### src/ocpg_pkg.sv
package ocpg_pkg;

	// default geometry, in cells of 1 cm
	localparam int GRID_ROWS_DEF  = 500;
	localparam int GRID_COLS_DEF  = 400;
	localparam int PATCH_SIZE_DEF = 10;

	localparam int CFG_DATA_W = 12;

	// register indexes on the configuration port
	localparam logic [0:0] REG_PATCH_THRESHOLD = 1'b0;
	localparam logic [0:0] REG_X_OFFSET        = 1'b1;

	localparam logic [6:0]  THRESHOLD_RESET = 7'd10;
	localparam logic [11:0] X_OFFSET_RESET  = 12'd2000;

	// request codes
	localparam logic REQ_POINT  = 1'b0;
	localparam logic REQ_FINISH = 1'b1;

	localparam logic [8:0] NO_RANGE_CM = 9'd500;

	// mm to cm: q = (v * 52429) >> 19, exact for v below 2^18
	localparam logic [15:0] MM_RECIP = 16'd52429;
	localparam int          MM_SHIFT = 19;

	// cell to patch: q = (v * ceil(2^20 / PATCH_SIZE)) >> 20, exact for v below 2^10 * 10
	localparam int DIV_SHIFT = 20;

	typedef struct packed {
		logic               req_type;
		logic signed [15:0] x_mm;
		logic signed [15:0] z_mm;
	} in_item_t;

	typedef struct packed {
		logic [5:0] scan_index;
		logic [8:0] range_cm;
		logic       last;
	} out_item_t;

	typedef struct packed {
		logic load_in;
		logic pt_read;
		logic pt_write;
		logic scan_init;
		logic scan_rd;
		logic scan_next_row;
		logic scan_next_col;
		logic out_load;
		logic clear;
	} ocpg_cmd_t;

	typedef struct packed {
		logic hit;
		logic last_row;
		logic last_col;
		logic out_free;
		logic clear_done;
	} ocpg_status_t;

endpackage

### src/ocpg_ctrl.sv
module ocpg_ctrl import ocpg_pkg::*; (
	input  logic         clk,
	input  logic         arst_n,
	input  logic         in_valid,
	input  logic         in_req_type,
	output logic         in_ready,
	input  ocpg_status_t status,
	output ocpg_cmd_t    cmd
);

	localparam logic [3:0] ST_CLEAR  = 4'd0;
	localparam logic [3:0] ST_IDLE   = 4'd1;
	localparam logic [3:0] ST_PT1    = 4'd2;
	localparam logic [3:0] ST_PT2    = 4'd3;
	localparam logic [3:0] ST_PT3    = 4'd4;
	localparam logic [3:0] ST_PT4    = 4'd5;
	localparam logic [3:0] ST_SC_RD  = 4'd6;
	localparam logic [3:0] ST_SC_CMP = 4'd7;

	logic [3:0] state_q;
	logic [3:0] state_next;

	always_comb begin
		cmd        = '0;
		state_next = state_q;
		in_ready   = (state_q == ST_IDLE);
		case (state_q)
			ST_CLEAR: begin
				cmd.clear = 1'b1;
				if (status.clear_done) begin
					state_next = ST_IDLE;
				end
			end
			ST_IDLE: begin
				if (in_valid) begin
					if (in_req_type == REQ_FINISH) begin
						cmd.scan_init = 1'b1;
						state_next    = ST_SC_RD;
					end else begin
						cmd.load_in = 1'b1;
						state_next  = ST_PT1;
					end
				end
			end
			ST_PT1: begin
				state_next = ST_PT2;
			end
			ST_PT2: begin
				state_next = ST_PT3;
			end
			ST_PT3: begin
				cmd.pt_read = 1'b1;
				state_next  = ST_PT4;
			end
			ST_PT4: begin
				cmd.pt_write = 1'b1;
				state_next   = ST_IDLE;
			end
			ST_SC_RD: begin
				cmd.scan_rd = 1'b1;
				state_next  = ST_SC_CMP;
			end
			ST_SC_CMP: begin
				if (status.hit || status.last_row) begin
					// read data holds while the output register is full
					if (status.out_free) begin
						cmd.out_load = 1'b1;
						if (status.last_col) begin
							state_next = ST_CLEAR;
						end else begin
							cmd.scan_next_col = 1'b1;
							state_next        = ST_SC_RD;
						end
					end
				end else begin
					cmd.scan_next_row = 1'b1;
					state_next        = ST_SC_RD;
				end
			end
			default: begin
				state_next = ST_CLEAR;
			end
		endcase
	end

	always_ff @(posedge clk or negedge arst_n) begin
		if (!arst_n) begin
			state_q <= ST_CLEAR;
		end else begin
			state_q <= state_next;
		end
	end

endmodule

### config.mk
export PLATFORM = sky130hd
export DESIGN_NAME = ocpg_ctrl
export DESIGN_NICKNAME = d
export VERILOG_FILES = /design/src/ocpg_pkg.sv /design/src/ocpg_ctrl.sv
export SDC_FILE = /design/constraint.sdc
export NUM_CORES = 1
export LEC_CHECK = 0
export ABC_AREA = 1
export ABC_CLOCK_PERIOD_IN_PS = 1140
export BUFFER_PORTS_ARGS = -buffer_cell sky130_fd_sc_hd__buf_2
export CORE_AREA = 4 4 41 43
export DETAILED_ROUTE_END_ITERATION = 6
export DIE_AREA = 0 0 45 47
export PLACE_DENSITY_LB_ADDON = 0.15
export RECOVER_POWER = 100
export SKIP_CTS_REPAIR_TIMING = 1
export SLEW_MARGIN = 20
export SYNTH_ARGS = -nofsm -noshare
export SYNTH_HDL_FRONTEND = slang
export SYNTH_SLANG_ARGS = --single-unit
### constraint.sdc
create_clock -name clk -period 1.14 [get_ports clk]
set_clock_uncertainty 0.05 [all_clocks]
set_input_delay 0 -clock clk [delete_from_list [all_inputs] [get_ports clk]]
set_output_delay 0 -clock clk [all_outputs]
set_load 0.005 [all_outputs]
==> summary.log <==
qor: cells_and_area.final-seq-area 78.8 um^2
qor: floorplan.design.die.area 0.00212 mm^2
qor: yosys.synth_enable_flop_cells 0
qor: grt.grt_max_degree 10
qor: yosys.ys_seq_area_share 23.3%
qor: outcome.outcome complete, but fails checks
qor: cells_and_area.n_fill_cell 137
qor: critical_path.worstSetupPathType reg2out
qor: grt.grt_util_all_layers 9.18%
qor: grt.grt_util_met1 9.13%
qor: route.detail_route.first_pass.iterations 3
qor: route.initialDrtViolationCount 8
qor: clock_tree.clock_pin_slew_reported_for_the_worst_setup_and_hold_paths_after_clock_tree_synthesis 0.04 ns
qor: cells_and_area.largest_register_ffs 3
qor: power_and_ir_drop.max-vdd-ir-drop 667 uV
qor: sta.fin_crit 1.28 ns
qor: yosys.synthFlopType dfrtp_1
qor: sta.finalWorstSetupSlack -0.138 ns
qor: power_and_ir_drop.power.density_cell_area 2240 mW/mm^2
qor: grt.met3_usage 2.30%
qor: cells_and_area.diodes 0
qor: yosys.post_synth_num_cell_types 16
qor: route.avgViaCountPerCell 4.24
qor: grt.grt_first_pass_wirelength 1.35 mm
qor: route.routed-via-count 420
qor: floorplan.start_util 24.7%
qor: grt.busiest_layer met2
qor: yosys.synth-warning-count 0
qor: critical_path.r2r_setup_slack -0.09 ns
qor: critical_path.critical_path.reg2reg.endpoint state_q[1]
qor: floorplan.boundary_pins 19
qor: critical_path.cp-start-kind flip-flop
qor: clock_tree.cts-root-buf clkbuf_4
qor: sta.setup_viol_count_final 11
qor: yosys.synth-async-reset-ratio 100%
qor: route.drc 0
qor: cells_and_area.multi_input_gate_area 225 um^2
qor: grt.grt_pass1_vias 363
qor: clock_tree.numClockSinks 3
qor: placement.finalWeightedCongestion 0.782
qor: cells_and_area.largest_registers_ranked_by_flip_flop_count state_q: 3 flops
qor: floorplan.floorplan.die.height 47 um
qor: yosys.mappedNetlistArea 322 um^2
qor: critical_path.critical_path.reg2reg.startpoint state_q[1]
qor: yosys.number_of_nets_in_the_synthesized_netlist 64
qor: critical_path.critical_path_required 1.09 ns
qor: critical_path.r2r.worst_path.cells 7
qor: sta.slew_violations 0
qor: yosys.yosys.cell_count.top_type nand2_1
qor: yosys.syn_area_per_cell 5.85 um^2
qor: yosys.synth.area.top_cells dfrtp_1 (23%), nand2_1 (14%), nor2_1 (13%), inv_1 (9.3%), nand3_1 (6.2%)
qor: outcome.violations negative setup slack
qor: cells_and_area.final_core_utilization 42.9%
qor: critical_path.setup.worst_path.end_class primary output
qor: cells_and_area.post_route_cells_drive_above_1_share 52.4%
qor: min_path.hold_path.class in2async
qor: sta.rsz_0062_raised_after_global_routing yes
qor: sta.tightestPinTransition 0.319 ns
qor: route.route.antenna.remaining_nets 0
qor: clock_tree.cts_max_path_buffers 2
qor: cells_and_area.largest_register state_q
qor: sta.period_share 112%
qor: yosys.syn_inst 55
qor: grt.grt_overflow_total 0
qor: sta.slew_headroom 78.7%
qor: clock_tree.cts_max_level 1
qor: cells_and_area.finish.instance_area 558 um^2
qor: clock_tree.tritoncts.num_buffers 3
qor: grt.antenna_found_initial 0
qor: floorplan.core_area 0.00130 mm^2
qor: placement.io_buffer_count 18
qor: critical_path.worstPathArrival 1.23 ns
qor: placement.place_area 442 um^2
qor: critical_path.critPathMaxFanout 7
qor: clock_tree.worstSkewPairLatency 0.24 ns
qor: job.drv_cap 0
qor: yosys.synth_commonest_cells nand2_1 (12), nor2_1 (11), inv_1 (8)
qor: route.drt-total-wl 949 um
qor: floorplan.die_w 45 um
qor: yosys.synth_seq_cells 3
qor: yosys.post-synth-top-area-fraction 23.3%
qor: floorplan.rows 13
qor: placement.post-dp-hpwl 708 um
qor: cells_and_area.synthToLayoutAreaGrowth 73.5%
qor: sta.hold_viol 0
qor: route.drt-wirelength-per-cell 9.59 um
qor: clock_tree.cts_tree done
qor: cells_and_area.layout.nets 94
qor: power_and_ir_drop.finalPower 1.25 mW
qor: sta.maxClockFrequency 0.782 GHz
qor: power_and_ir_drop.p_leak 0.330 nW
qor: yosys.yosysTopAreaCell dfrtp_1
qor: sta.finalSetupTns -0.901 ns
qor: grt.grt.met2_usage 15.5%
[per-layer routing]
layer | wire (um) | vias to the layer above | share of wire [%]
li1 | - | 225 | -
met5 | 0 | - | 0
met1 | 389 | 176 | 41
met2 | 476 | 15 | 50
met3 | 59 | 4 | 6.2
met4 | 24 | 0 | 2.5
[worst max-delay path, stage by stage, from the launching register on]
cell and delay [ns]:
dfrtp_2 0.44, buf_12 0.15, nor2_4 0.10, nand2_2 0.08, nor3_2 0.10, buf_2 0.13
[worst max-delay path by stage]
stage	start	slack, ns	cells past startpoint	to
4_1_cts	state_q[1]	-0.26	4	cmd[1]
6_report	state_q[1]	-0.14	5	cmd[8]
3_3_place_gp	state_q[1]	-0.03	5	state_q[2]
2_1_floorplan	state_q[0]	0.11	7	state_q[2]
5_1_grt	state_q[1]	-0.19	5	cmd[8]
3_5_place_dp	state_q[1]	-0.05	5	state_q[2]
[cells by family after synthesis]
kind of cell / Yosys count / share of synthesized area (%)
AOI/OAI and AO/OA: 3 / 4.67
buffers and inverters: 12 / 16.3
DFF: 3 / 23.3
and+or+nand+nor: 37 / 55.6
[report_power, final]
group | internal [mW] | total (mW) | switching, mW
combinational | 0.395 | 0.803 | 0.409
sequential | 0.170 | 0.257 | 0.0869
clock | 0.132 | 0.192 | 0.0602
[through the flow]
| step | setup slack [ns] | hold WS, ns | instances |
|---|---|---|---|
| after floorplan | 0.107 | -0.346 | 55 |
| after global placement | -0.0320 | -0.251 | 90 |
| after detailed placement | -0.0486 | -0.252 | 90 |
| after CTS | -0.261 | -0.502 | 94 |
| after global routing | -0.187 | 0.0643 | 99 |
| final | -0.138 | 0.0503 | 99 |
[area by class of cell]
type                    instances  area share [%]
flip-flops and latches          3            14.1
clock buffers                   4            4.71
repair buffers                 26            30.0
inverters                      11            7.40
well taps                      15            3.36
multi-input cells              40            40.4
[layout by cell type, fill, tap and decap left out]
cell type / count
clkbuf_1: 2
buf_12: 1
nor3_1: 1
nand2_1: 11
a21oi_1: 2
dlygate4sd3_1: 1
dfrtp_2: 3
buf_6: 1
nor2_1: 9
nor3_2: 3
nor2_4: 1
nor4_2: 1
inv_2: 3
inv_1: 8
nand3b_1: 1
clkbuf_4: 3
nand2_2: 3
buf_4: 5
nor2_2: 2
o21ai_0: 1
nand3_4: 1
buf_2: 17
nand3_1: 4
(Power assumes the default switching activity.)
